[src/hw/rtl/zia_pkg.sv]
// Package for the zoned intrusion alarm unit: widths, codes, reset values and types.
// No dependencies; imported by the interfaces, the step logic, the top level and the checker.
`default_nettype none

package zia_pkg;

   // zone count and the mask of usable sensor bits (fields are three bits wide)
   localparam int unsigned ZONE_COUNT = 3;
   localparam int unsigned ZONE_W     = 3;
   localparam logic [ZONE_W-1:0] ZONE_MASK = ZONE_W'((1 << ZONE_COUNT) - 1);

   // field widths
   localparam int unsigned CMD_W       = 3;
   localparam int unsigned ZIDX_W      = 2;
   localparam int unsigned MODE_W      = 2;
   localparam int unsigned TZONE_W     = 2;
   localparam int unsigned DELAY_W     = 16;
   localparam int unsigned PERIOD_W    = 10;

   // configuration port
   localparam int unsigned CSR_IDX_W  = 1;
   localparam int unsigned CSR_DATA_W = 16;
   localparam logic [CSR_IDX_W-1:0] CSR_ARM_DELAY   = CSR_IDX_W'(0);
   localparam logic [CSR_IDX_W-1:0] CSR_TICK_PERIOD = CSR_IDX_W'(1);

   localparam logic [DELAY_W-1:0]  ARM_DELAY_RESET   = DELAY_W'(5000);
   localparam logic [PERIOD_W-1:0] TICK_PERIOD_RESET = PERIOD_W'(30);

   // command codes
   localparam logic [CMD_W-1:0] CMD_NONE     = 3'd0;
   localparam logic [CMD_W-1:0] CMD_ARM      = 3'd1;
   localparam logic [CMD_W-1:0] CMD_DISARM   = 3'd2;
   localparam logic [CMD_W-1:0] CMD_SET_ZONE = 3'd3;
   localparam logic [CMD_W-1:0] CMD_STATUS   = 3'd4;

   // alarm state codes
   localparam logic [MODE_W-1:0] MODE_DISARMED  = 2'd0;
   localparam logic [MODE_W-1:0] MODE_ARMING    = 2'd1;
   localparam logic [MODE_W-1:0] MODE_ARMED     = 2'd2;
   localparam logic [MODE_W-1:0] MODE_TRIGGERED = 2'd3;

   localparam logic [TZONE_W-1:0] TZONE_NONE = 2'd0;

   typedef struct packed {
      logic [DELAY_W-1:0]  arm_delay_ms;
      logic [PERIOD_W-1:0] tick_period_ms;
   } cfg_type;

   localparam cfg_type CFG_RESET = '{
      arm_delay_ms:   ARM_DELAY_RESET,
      tick_period_ms: TICK_PERIOD_RESET
   };

   typedef struct packed {
      logic [MODE_W-1:0]  mode;
      logic [ZONE_W-1:0]  zones;
      logic [ZONE_W-1:0]  prev_sensors;
      logic               primed;
      logic [DELAY_W-1:0] countdown_ms;
      logic [TZONE_W-1:0] fired_zone;
   } state_type;

   localparam state_type STATE_RESET = '{
      mode:         MODE_DISARMED,
      zones:        '0,
      prev_sensors: '0,
      primed:       1'b0,
      countdown_ms: '0,
      fired_zone:   TZONE_NONE
   };

   typedef struct packed {
      logic [CMD_W-1:0]  cmd;
      logic [ZIDX_W-1:0] zone_index;
      logic              zone_value;
      logic [ZONE_W-1:0] sensor_bits;
   } item_type;

   typedef struct packed {
      logic [MODE_W-1:0]  alarm_state;
      logic [ZONE_W-1:0]  zone_enables;
      logic [ZONE_W-1:0]  sensors_active;
      logic [TZONE_W-1:0] trigger_zone;
      logic               changed;
      logic               report;
   } result_type;

endpackage

`default_nettype wire

[src/hw/rtl/zia_channels.sv]
// Valid/ready channel interfaces for tick beats in and status beats out.
// Depends on zia_pkg for the field widths.
`default_nettype none

interface zia_req_if;
   import zia_pkg::*;

   logic              valid;
   logic              ready;
   logic [CMD_W-1:0]  cmd;
   logic [ZIDX_W-1:0] zone_index;
   logic              zone_value;
   logic [ZONE_W-1:0] sensor_bits;

   modport source (output valid, output cmd, output zone_index, output zone_value,
                   output sensor_bits, input ready);
   modport sink   (input valid, input cmd, input zone_index, input zone_value,
                   input sensor_bits, output ready);
endinterface

interface zia_rsp_if;
   import zia_pkg::*;

   logic               valid;
   logic               ready;
   logic [MODE_W-1:0]  alarm_state;
   logic [ZONE_W-1:0]  zone_enables;
   logic [ZONE_W-1:0]  sensors_active;
   logic [TZONE_W-1:0] trigger_zone;
   logic               changed;
   logic               report;

   modport source (output valid, output alarm_state, output zone_enables,
                   output sensors_active, output trigger_zone, output changed,
                   output report, input ready);
   modport sink   (input valid, input alarm_state, input zone_enables,
                   input sensors_active, input trigger_zone, input changed,
                   input report, output ready);
endinterface

`default_nettype wire

[src/hw/rtl/zia_step.sv]
// Next-state and status logic for one tick of the zoned intrusion alarm.
// Depends on zia_pkg; purely combinational, instantiated by the top level.
`default_nettype none

module zia_step (
   input  zia_pkg::state_type  state_cur,
   input  zia_pkg::cfg_type    cfg,
   input  zia_pkg::item_type   item,
   output zia_pkg::state_type  state_nxt,
   output zia_pkg::result_type result
);
   import zia_pkg::*;

   always_comb begin
      state_type           s;
      logic [ZONE_W-1:0]   now;
      logic [ZONE_W-1:0]   rising;
      logic [ZONE_W-1:0]   falling;
      logic [ZONE_W-1:0]   bit_sel;
      logic [ZONE_W-1:0]   new_mask;
      logic [ZONE_W-1:0]   hit;
      logic [TZONE_W-1:0]  low_zone;
      logic [DELAY_W-1:0]  period;
      logic                chg;
      logic                command;

      s      = state_cur;
      period = DELAY_W'(cfg.tick_period_ms);

      // edge detect; the priming tick sees no edges
      now     = item.sensor_bits & ZONE_MASK;
      rising  = '0;
      falling = '0;
      if (state_cur.primed) begin
         rising  = now & ~state_cur.prev_sensors & ZONE_MASK;
         falling = ~now & state_cur.prev_sensors & ZONE_MASK;
      end
      s.prev_sensors = now;
      s.primed       = 1'b1;
      chg            = |(rising | falling);

      command = (item.cmd == CMD_ARM) || (item.cmd == CMD_DISARM) ||
                (item.cmd == CMD_SET_ZONE) || (item.cmd == CMD_STATUS);

      // candidate zone mask for a set-enable command
      bit_sel  = ZONE_W'(1) << item.zone_index;
      new_mask = (item.zone_value ? (s.zones | bit_sel) : (s.zones & ~bit_sel)) & ZONE_MASK;

      // command handling
      unique case (item.cmd)
         CMD_ARM: begin
            if (s.mode != MODE_ARMING) begin
               s.mode         = MODE_ARMING;
               s.countdown_ms = cfg.arm_delay_ms;
               s.fired_zone   = TZONE_NONE;
               chg            = 1'b1;
            end
         end
         CMD_DISARM: begin
            if (s.mode != MODE_DISARMED) begin
               s.mode         = MODE_DISARMED;
               s.countdown_ms = '0;
               s.fired_zone   = TZONE_NONE;
               chg            = 1'b1;
            end
         end
         CMD_SET_ZONE: begin
            if ((32'(item.zone_index) < ZONE_COUNT) && (new_mask != s.zones)) begin
               s.zones = new_mask;
               chg     = 1'b1;
            end
         end
         default: ;
      endcase

      // lowest enabled zone with a rising edge, 1-based
      hit = rising & s.zones;
      priority if (hit[0]) low_zone = 2'd1;
      else if (hit[1])     low_zone = 2'd2;
      else if (hit[2])     low_zone = 2'd3;
      else                 low_zone = TZONE_NONE;

      // exit countdown and trigger check
      unique case (s.mode)
         MODE_ARMING: begin
            if (s.countdown_ms <= period) begin
               s.countdown_ms = '0;
               s.mode         = MODE_ARMED;
               chg            = 1'b1;
            end else begin
               s.countdown_ms = s.countdown_ms - period;
            end
         end
         MODE_ARMED: begin
            if (low_zone != TZONE_NONE) begin
               s.mode       = MODE_TRIGGERED;
               s.fired_zone = low_zone;
               chg          = 1'b1;
            end
         end
         default: ;
      endcase

      state_nxt             = s;
      result.alarm_state    = s.mode;
      result.zone_enables   = s.zones;
      result.sensors_active = now;
      result.trigger_zone   = s.fired_zone;
      result.changed        = chg;
      result.report         = command || chg;
   end

endmodule

`default_nettype wire

[src/hw/rtl/zoned_intrusion_alarm_fsm_unit.sv]
// Zoned intrusion alarm unit, top level: handshake, registers, config port.
// Latency: a status beat is offered the cycle after its tick beat is taken.
// Throughput: one tick per cycle while the status sink is ready; the single-stage output register sets it.
// Reset (synchronous): disarmed, no zones, unprimed, config to 5000 ms / 30 ms.
// Depends on zia_pkg, zia_channels and zia_step.
`default_nettype none

module zoned_intrusion_alarm_fsm_unit (
   input  logic                            clock,
   input  logic                            reset,
   zia_req_if.sink                         req_ch,
   zia_rsp_if.source                       rsp_ch,
   input  logic                            csr_wr_en,
   input  logic [zia_pkg::CSR_IDX_W-1:0]   csr_index,
   input  logic [zia_pkg::CSR_DATA_W-1:0]  csr_wr_data
);
   import zia_pkg::*;

   cfg_type    cfg_ff;
   state_type  state_ff;
   state_type  state_in;
   result_type result_ff;
   result_type result_in;
   item_type   item;
   logic       rsp_valid_ff;
   logic       rsp_valid_in;
   logic       accept;

   // configuration writes
   always_ff @(posedge clock) begin
      if (reset) begin
         cfg_ff <= CFG_RESET;
      end else if (csr_wr_en) begin
         unique case (csr_index)
            CSR_ARM_DELAY:   cfg_ff.arm_delay_ms   <= csr_wr_data[DELAY_W-1:0];
            CSR_TICK_PERIOD: cfg_ff.tick_period_ms <= csr_wr_data[PERIOD_W-1:0];
            default: ;
         endcase
      end
   end

   // handshake: outside reset, take a beat whenever the output register is free or drains
   assign req_ch.ready = !reset && (!rsp_valid_ff || rsp_ch.ready);
   assign accept       = req_ch.valid && req_ch.ready;

   assign item.cmd         = req_ch.cmd;
   assign item.zone_index  = req_ch.zone_index;
   assign item.zone_value  = req_ch.zone_value;
   assign item.sensor_bits = req_ch.sensor_bits;

   zia_step u_step (
      .state_cur (state_ff),
      .cfg       (cfg_ff),
      .item      (item),
      .state_nxt (state_in),
      .result    (result_in)
   );

   // alarm state
   always_ff @(posedge clock) begin
      if (reset) begin
         state_ff <= STATE_RESET;
      end else if (accept) begin
         state_ff <= state_in;
      end
   end

   // output register
   always_comb begin
      rsp_valid_in = rsp_valid_ff;
      if (accept) begin
         rsp_valid_in = 1'b1;
      end else if (rsp_ch.ready) begin
         rsp_valid_in = 1'b0;
      end
   end

   always_ff @(posedge clock) begin
      if (reset) begin
         rsp_valid_ff <= 1'b0;
      end else begin
         rsp_valid_ff <= rsp_valid_in;
      end
   end

   always_ff @(posedge clock) begin
      if (accept) begin
         result_ff <= result_in;
      end
   end

   assign rsp_ch.valid          = rsp_valid_ff;
   assign rsp_ch.alarm_state    = result_ff.alarm_state;
   assign rsp_ch.zone_enables   = result_ff.zone_enables;
   assign rsp_ch.sensors_active = result_ff.sensors_active;
   assign rsp_ch.trigger_zone   = result_ff.trigger_zone;
   assign rsp_ch.changed        = result_ff.changed;
   assign rsp_ch.report         = result_ff.report;

endmodule

`default_nettype wire

[src/flat_wrapper.sv]
// flat-port wrapper written by rule: the top's interface ports become plain ports
module zoned_intrusion_alarm_fsm_unit_flat import zia_pkg::*;
  (clock, reset, csr_wr_en, csr_index, csr_wr_data, req_ch_valid, req_ch_cmd, req_ch_zone_index, req_ch_zone_value, req_ch_sensor_bits, req_ch_ready, rsp_ch_valid, rsp_ch_alarm_state, rsp_ch_zone_enables, rsp_ch_sensors_active, rsp_ch_trigger_zone, rsp_ch_changed, rsp_ch_report, rsp_ch_ready);
  zia_req_if req_ch_i ();
  zia_rsp_if rsp_ch_i ();
  input  logic clock;
  input  logic reset;
  input  logic csr_wr_en;
  input  logic [zia_pkg::CSR_IDX_W-1:0] csr_index;
  input  logic [zia_pkg::CSR_DATA_W-1:0] csr_wr_data;
  input wire logic [$bits(req_ch_i.valid)-1:0] req_ch_valid;
  input wire logic [$bits(req_ch_i.cmd)-1:0] req_ch_cmd;
  input wire logic [$bits(req_ch_i.zone_index)-1:0] req_ch_zone_index;
  input wire logic [$bits(req_ch_i.zone_value)-1:0] req_ch_zone_value;
  input wire logic [$bits(req_ch_i.sensor_bits)-1:0] req_ch_sensor_bits;
  output wire logic [$bits(req_ch_i.ready)-1:0] req_ch_ready;
  output wire logic [$bits(rsp_ch_i.valid)-1:0] rsp_ch_valid;
  output wire logic [$bits(rsp_ch_i.alarm_state)-1:0] rsp_ch_alarm_state;
  output wire logic [$bits(rsp_ch_i.zone_enables)-1:0] rsp_ch_zone_enables;
  output wire logic [$bits(rsp_ch_i.sensors_active)-1:0] rsp_ch_sensors_active;
  output wire logic [$bits(rsp_ch_i.trigger_zone)-1:0] rsp_ch_trigger_zone;
  output wire logic [$bits(rsp_ch_i.changed)-1:0] rsp_ch_changed;
  output wire logic [$bits(rsp_ch_i.report)-1:0] rsp_ch_report;
  input wire logic [$bits(rsp_ch_i.ready)-1:0] rsp_ch_ready;
  assign req_ch_i.valid = req_ch_valid;
  assign req_ch_i.cmd = req_ch_cmd;
  assign req_ch_i.zone_index = req_ch_zone_index;
  assign req_ch_i.zone_value = req_ch_zone_value;
  assign req_ch_i.sensor_bits = req_ch_sensor_bits;
  assign req_ch_ready = req_ch_i.ready;
  assign rsp_ch_valid = rsp_ch_i.valid;
  assign rsp_ch_alarm_state = rsp_ch_i.alarm_state;
  assign rsp_ch_zone_enables = rsp_ch_i.zone_enables;
  assign rsp_ch_sensors_active = rsp_ch_i.sensors_active;
  assign rsp_ch_trigger_zone = rsp_ch_i.trigger_zone;
  assign rsp_ch_changed = rsp_ch_i.changed;
  assign rsp_ch_report = rsp_ch_i.report;
  assign rsp_ch_i.ready = rsp_ch_ready;
  zoned_intrusion_alarm_fsm_unit u_core (.clock(clock), .reset(reset), .req_ch(req_ch_i), .rsp_ch(rsp_ch_i), .csr_wr_en(csr_wr_en), .csr_index(csr_index), .csr_wr_data(csr_wr_data));
endmodule
[config.mk]
export PLATFORM = sky130hd
export DESIGN_NAME = zoned_intrusion_alarm_fsm_unit_flat
export DESIGN_NICKNAME = d
export VERILOG_FILES = /design/src/hw/rtl/zia_pkg.sv /design/src/hw/rtl/zia_channels.sv /design/src/hw/rtl/zia_step.sv /design/src/hw/rtl/zoned_intrusion_alarm_fsm_unit.sv /design/src/flat_wrapper.sv
export SDC_FILE = /design/constraint.sdc
export NUM_CORES = 1
export LEC_CHECK = 0
export ABC_AREA = 1
export BUFFER_PORTS_ARGS = -buffer_cell sky130_fd_sc_hd__buf_2
export CAP_MARGIN = 0
export CORE_ASPECT_RATIO = 1.1
export CORE_MARGIN = 8
export CORE_UTILIZATION = 30
export CTS_CLUSTER_SIZE = 10
export DETAILED_ROUTE_END_ITERATION = 8
export PLACE_DENSITY_LB_ADDON = 0.08
export SLEW_MARGIN = 30
export SYNTH_ARGS = -nofsm -noshare
export SYNTH_HDL_FRONTEND = slang
export SYNTH_SLANG_ARGS = --single-unit
[constraint.sdc]
create_clock -name clock -period 8.3 [get_ports clock]
set_clock_uncertainty 0.1 [all_clocks]
set_input_delay 0.415 -clock clock [delete_from_list [all_inputs] [get_ports clock]]
set_output_delay 0.415 -clock clock [all_outputs]
set_load 0.05 [all_outputs]
Yosys cells after proc, flatten, opt, wreduce, memory -nomap -nowiden

Cells that the tools add are included.

$add $sub $neg: 1
Magnitude comparators: 2
Equality and inequality tests: 8
Shift operators: 1
Multiplexer cells: 30
Bitwise operators: 10
Reductions and logical operators: 16

Operators with widths:

| kind                                             | number |
|---|---|
| two-way mux 18 bit                               | 2 |
| one-hot mux 18 bit (2 select lines)              | 1 |
| two-way mux 16 bit                               | 2 |
| two-way mux 2 bit                                | 9 |
| <= comparator 16 x 10 -> 1 bit                   | 1 |
| subtractor 16 x 10 -> 16 bit                     | 1 |
| two-way mux 3 bit                                | 5 |
| AND 3 bit                                        | 4 |
| inverter 3 bit                                   | 3 |
| one-hot mux 2 bit (2 select lines)               | 2 |
| two-way mux 1 bit                                | 7 |
| == test 3 x 2 -> 1 bit (second input constant)   | 2 |
| OR 3 bit                                         | 2 |
| nonzero test 2 bit                               | 3 |
| logical OR 1 bit                                 | 5 |
| AND reduction 2 bit                              | 2 |
| == test 3 x 1 -> 1 bit (second input constant)   | 1 |
| == test 3 bit (second input constant)            | 1 |
| logical AND 1 bit                                | 3 |
| != test 3 bit                                    | 1 |
| one-hot mux 1 bit (3 select lines)               | 1 |
| OR reduction 3 bit                               | 1 |
| << shifter 1 x 2 -> 3 bit (first input constant) | 1 |
| == test 2 x 1 -> 1 bit (second input constant)   | 1 |
| 6 further kinds                                  | 7 |

Register bits after elaboration: 66
Input bits: 31
Output and inout port bits: 14
Logic and storage cells: 83

Depth between registers and ports, before layout

Depth in word-level cells: 16
Depth in mapped cells: 20

By module

Synthesis repeated with hierarchy kept, for this count alone.

Cells, all modules: 629
Area, all modules: 4246.6 sq um

Modules (own cells, without submodules):

| module                         | instances | cells an instance | area an instance (sq um) |
|---|---|---|---|
| zoned_intrusion_alarm_fsm_unit | 1         | 313               | 2543.7 |
| zia_step                       | 1         | 316               | 1702.9 |

Worst setup path before layout

Ideal clock, no wire load.

Path kind: reg-to-reg
Start point: register u_core.rsp_valid_ff, in the netlist u_core.rsp_ch.valid
End point: register u_core.result_ff, in the netlist u_core.rsp_ch.alarm_state[0], enable pin
Data arrival time: 2.386 ns
Setup slack: 5.432 ns
Cell stages (with the launch flop): 5
Path buffers: 1
Period minus slack after synthesis: 2.868 ns
Cells stage by stage: dfxtp_1 > a21oi_1 > nand2_1 > inv_1 > clkbuf_1

Longest elaborated chain between the ends: 4

RTL lines:

| item                     | RTL line                             | source |
|---|---|---|
| start: declaration       | zoned_intrusion_alarm_fsm_unit.sv:25 | `logic rsp_valid_ff;` |
| start signal: assignment | zoned_intrusion_alarm_fsm_unit.sv:82 | `rsp_valid_ff <= rsp_valid_in;` |
| zero test 1 bit          | zoned_intrusion_alarm_fsm_unit.sv:43 | `assign req_ch.ready = !reset && (!rsp_valid_ff \|\| rsp_ch.ready);` |
| logical OR 1 bit         | zoned_intrusion_alarm_fsm_unit.sv:43 |  |
| logical AND 1 bit        | zoned_intrusion_alarm_fsm_unit.sv:43 |  |
| named net req_ch_ready   | flat_wrapper.sv:16                   | `output wire logic [$bits(req_ch_i.ready)-1:0] req_ch_ready;` |
| logical AND 1 bit        | zoned_intrusion_alarm_fsm_unit.sv:44 | `assign accept = req_ch.valid && req_ch.ready;` |
| named net u_core.accept  | zoned_intrusion_alarm_fsm_unit.sv:27 | `logic accept;` |
| end signal: assignment   | zoned_intrusion_alarm_fsm_unit.sv:88 | `result_ff <= result_in;` |
| end: declaration         | zoned_intrusion_alarm_fsm_unit.sv:22 | `result_type result_ff;` |

The timed path passes the listed nets, and every way through them passes these cells.
A chain may end at the register's enable or synchronous reset.

Worst setup path in the final report

Start point: register u_core.state_ff[26] in the netlist's numbering
End point: register u_core.state_ff[16] in the netlist's numbering

Longest elaborated chain between the ends: 6
Elaborated cells between the ends (all ways): 13
Those cells by class: 1 x add/sub; 1 x order compare; 2 x eq/ne; 8 x mux; 1 x reduce/logical

RTL lines:

| item                                                                           | RTL line                             | source |
|---|---|---|
| start: declaration                                                             | zoned_intrusion_alarm_fsm_unit.sv:20 | `state_type state_ff;` |
| start signal: assignment                                                       | zoned_intrusion_alarm_fsm_unit.sv:64 | `state_ff <= state_in;` |
| != test 2 x 1 -> 1 bit or nonzero test 2 bit (tied branches)                   | zia_step.sv:52, zia_step.sv:60       |  |
| two-way mux 18 bit, on equally long branches                                   | zia_step.sv:52, zia_step.sv:60       |  |
| one-hot mux 18 bit (2 select lines)                                            | zia_step.sv:50                       | `unique case (item.cmd)` |
| subtractor 16 x 10 -> 16 bit or <= comparator 16 x 10 -> 1 bit (tied branches) | zia_step.sv:91, zia_step.sv:86       |  |
| two-way mux 16 bit                                                             | zia_step.sv:86                       | `if (s.countdown_ms <= period) begin` |
| two-way mux 16 bit *                                                           | zia_step.sv:84                       | `unique case (s.mode)` |

Every way passes the cells marked *; elsewhere a longest branch is shown, timed or not.

==> results.md <==
## CTS
* **number of gates given a new drive strength after cts** 0
* **clock latency reported for the late side of the worst-skew pair** 0.34 ns
* **number of buffers inserted to repair setup after CTS** 0
* **# H-tree levels** 3
* **CTS tree** done
* **hold-fix buffer count after cts** 0
* **number of buffers created by CTS** 9
* **Clock transition at path regs** 0.06 ns
* **Clock Root Buffer** clkbuf_16
* **Longest Clk Path Bufs** 2
* **clock tree sinks** 66

## Detailed routing
* **drt total wl** 11.1 mm
* **drt drc** 0
* **average wire length per cell after detail routing** 14.6 um
* **vias** 3,615
* **Via density** 4.78
* **Iter 0 DRT Violations** 212
* **Antenna Violating Nets Remaining** 0
* **number of optimization iterations in the first detailed-route pass** 5

## Global routing
* **aggregate global routing overflow** 0
* **first-pass GRT wire length** 18.6 mm
* **pin count of the biggest net entering global routing** 43
* **initial antenna violation count** 0
* **aggregate global-route resource usage** 0.136
* **vias in the first global route** 3,669

## Yosys
* **primary flip-flop cell chosen by synthesis mapping** dfxtp_1
* **synthesized cell area** 0.00389 mm^2
* **synth unique cells** 38
* **cell types with the largest area share after synthesis** dfxtp_1 28%, nand2_1 11%, edfxtp_1 9.3%
* **share of flip-flops with an asynchronous set or reset after synthesis** 0
* **Avg Inst Size Synth** 7.00 um^2
* **cell type with the largest total area after synthesis** dfxtp_1
* **area share of the leading cell type in the synthesized netlist** 0.278
* **post-synthesis sequential element count** 66
* **sequential area share after synthesis** 0.370
* **net count of the mapped netlist** 600
* **number of enable-type register cells in the synthesized netlist** 12
* **gate count after technology mapping** 556
* **Yosys warning total** 0

## Floorplanning
* **Initial Utilization** 0.308
* **core outline area** 0.0126 mm^2
* **vertical die dimension** 135 um
* **IO Count** 45
* **die width** 125 um
* **site row count** 43
* **Die ar.** 0.0169 mm^2

## Worst setup path
* **largest delay contributor family on the critical path** simple AND/OR/NAND/NOR gates
* **WP data arrival** 3.83 ns
* **Crit-path slowest cell** nand2_1
* **critical path buffer and inverter count** 4
* **CP startpoint kind** flip-flop
* **largest stage delay on the critical path** 0.48 ns
* **critical path's most frequent cell** nand3_1
* **Worst Path Class, Setup** flip-flop to flip-flop
* **Worst Setup End Kind** flip-flop
* **critical path fanouts, max** 15
* **required time of the worst setup path** 8.47 ns
* **ordered cell list for the critical path** inv_2 > nand2_2 > nand3_2 > nand2_1 > inv_1 > a22oi_1 > ha_1 > inv_1 > fa_1 > nand3_1 > nand3_1 > nor2_1 > nand3_1 > nand2_1 > nand2_1 > inv_1 > nand3_1 > a21oi_1

## Timing
* **final setup fails** 0
* **final-layout setup total negative slack** 0 ns
* **Max Fclk** 273 MHz
* **RSZ-0062 raised after global routing** false
* **Worst-Margin Slew** 0.939 ns
* **fraction of the cycle the final worst path needs** 0.442
* **Max Slew Vio Count** 0
* **Max-slew headroom** 0.374
* **Final Hold Violating Endpoints** 0
* **clock period minus worst slack** 3.66 ns

## Run status
* **outcome** completed

## Layout
* **diodes inserted** 0
* **summed area of non-filler cells in the final layout** 0.00455 mm^2
* **share of layout cells above drive strength 1** 0.155
* **area delta synth->final** 16.8%
* **final core utilization** 0.360
* **final-stage net count** 639

## Place
* **Final HPWL DP** 8.10 mm
* **placed cell area** 0.00425 mm^2
* **IO buf count** 44
* **routability congestion estimate** 0.837

## Power
* **total power of the final layout** 1.01 mW
* **largest voltage drop on the vdd net** 0.113 mV
* **leakage component of the power** 2.16 nW
* **cell area power density** 221 mW/mm^2

## Job
* **maximum capacitance violations** 0

## Worst hold path
* **worst min-delay path category** primary input to flip-flop

[sequential cells by signal (all words and copies together) (netlist names)]
name	count
u_core.rsp_ch.trigger_zone	2
u_core.cfg_ff	26
u_core.rsp_ch.zone_enables	3
u_core.rsp_ch.report	1
u_core.rsp_ch.alarm_state	2
u_core.rsp_ch.sensors_active	3
u_core.rsp_ch.changed	1
u_core.rsp_ch.valid	1
u_core.state_ff	27
[synth_stat cells, types with 6 or more instances]
master    instances
a21boi_1          7
o21ai_0          44
nor2_1           43
nand4_1           8
a21oi_1          40
edfxtp_1         12
ha_1             12
inv_1            80
nand2_2           7
nand3_1          46
xor2_1            6
inv_2             7
clkbuf_1         12
dfxtp_1          54
o211ai_1          9
o22ai_1           9
nand2_1         119
[worst paths after layout]
| check | from | end | slack [ns] | cells after the start |
|---|---|---|---|---|
| worst max register to register | u_core.state_ff[26] | u_core.state_ff[16] | 4.64 | 18 |
| worst max-delay path | u_core.state_ff[26] | u_core.state_ff[16] | 4.64 | 18 |
| worst min-delay path | req_ch_sensor_bits[0] | u_core.rsp_ch.sensors_active[0] | 0.16 | 1 |
| worst min register to register | u_core.cfg_ff[15] | u_core.cfg_ff[15] | 0.36 | 2 |
[final cells by class]
type | instances | area, um^2
fillers | 1368 | 8090
multi-input cells | 385 | 2060
flip-flops and latches | 66 | 1440
inverters | 88 | 330
clock buffers | 10 | 229
repair buffers | 45 | 228
well taps | 157 | 196
clock inverters | 6 | 66.3
[placed cells by master, fill, tap and decap left out, drive strengths merged, types with 4 or more instances in the layout]
cell    count
edfxtp     12
a21boi     11
nand4       8
nor2       49
o22ai       9
buf        45
o211ai      9
xor2        6
clkbuf     10
nand3      51
a21oi      40
nand2     128
xnor2       4
inv        89
o21ai      44
dfxtp      54
ha         12
[metrics by stage]
stage	std cells	setup slack, ns	hold slack, ns
6_report	757	4.64	0.162
3_3_place_gp	741	4.63	0.353
4_1_cts	757	4.63	0.154
2_1_floorplan	556	5.43	0.329
5_1_grt	757	4.22	0.159
3_5_place_dp	741	4.47	0.356
[worst register-to-register path: stages, from the launching register on]
cell and delay, ns:
dfxtp_1 0.36, inv_2 0.09, nand2_2 0.12, nand3_2 0.36, nand2_1 0.48, inv_1 0.13
a22oi_1 0.22, ha_1 0.21, inv_1 0.08, fa_1 0.46, nand3_1 0.13, nand3_1 0.13
nor2_1 0.26, nand3_1 0.11, nand2_1 0.07, nand2_1 0.05, inv_1 0.05, nand3_1 0.05
a21oi_1 0.15
[report_power, final]
| part | switching, mW | leakage (nW) | internal (mW) |
|---|---|---|---|
| logic | 0.169 | 1.46 | 0.0843 |
| clock network | 0.156 | 0.143 | 0.234 |
| registers | 0.0112 | 0.559 | 0.353 |
[layer usage]
| metal | GRT usage | wire length (um) | up-vias |
|---|---|---|---|
| li1 | - | - | 1888 |
| met1 | 0.151 | 4890 | 1666 |
| met2 | 0.250 | 5660 | 52 |
| met3 | 0.0258 | 392 | 9 |
| met4 | 0.0583 | 119 | 0 |
| met5 | 0 | 0 | - |
[kinds of logic after synthesis]
kind of cell,Yosys count,share of synthesized area
xor+xnor,10,0.0225
simple gates,244,0.290
compound gates,118,0.171
fa+ha+maj,13,0.0437
flops,66,0.370
buf+inv,105,0.102
No activity file was read; power rests on OpenSTA's default activity.
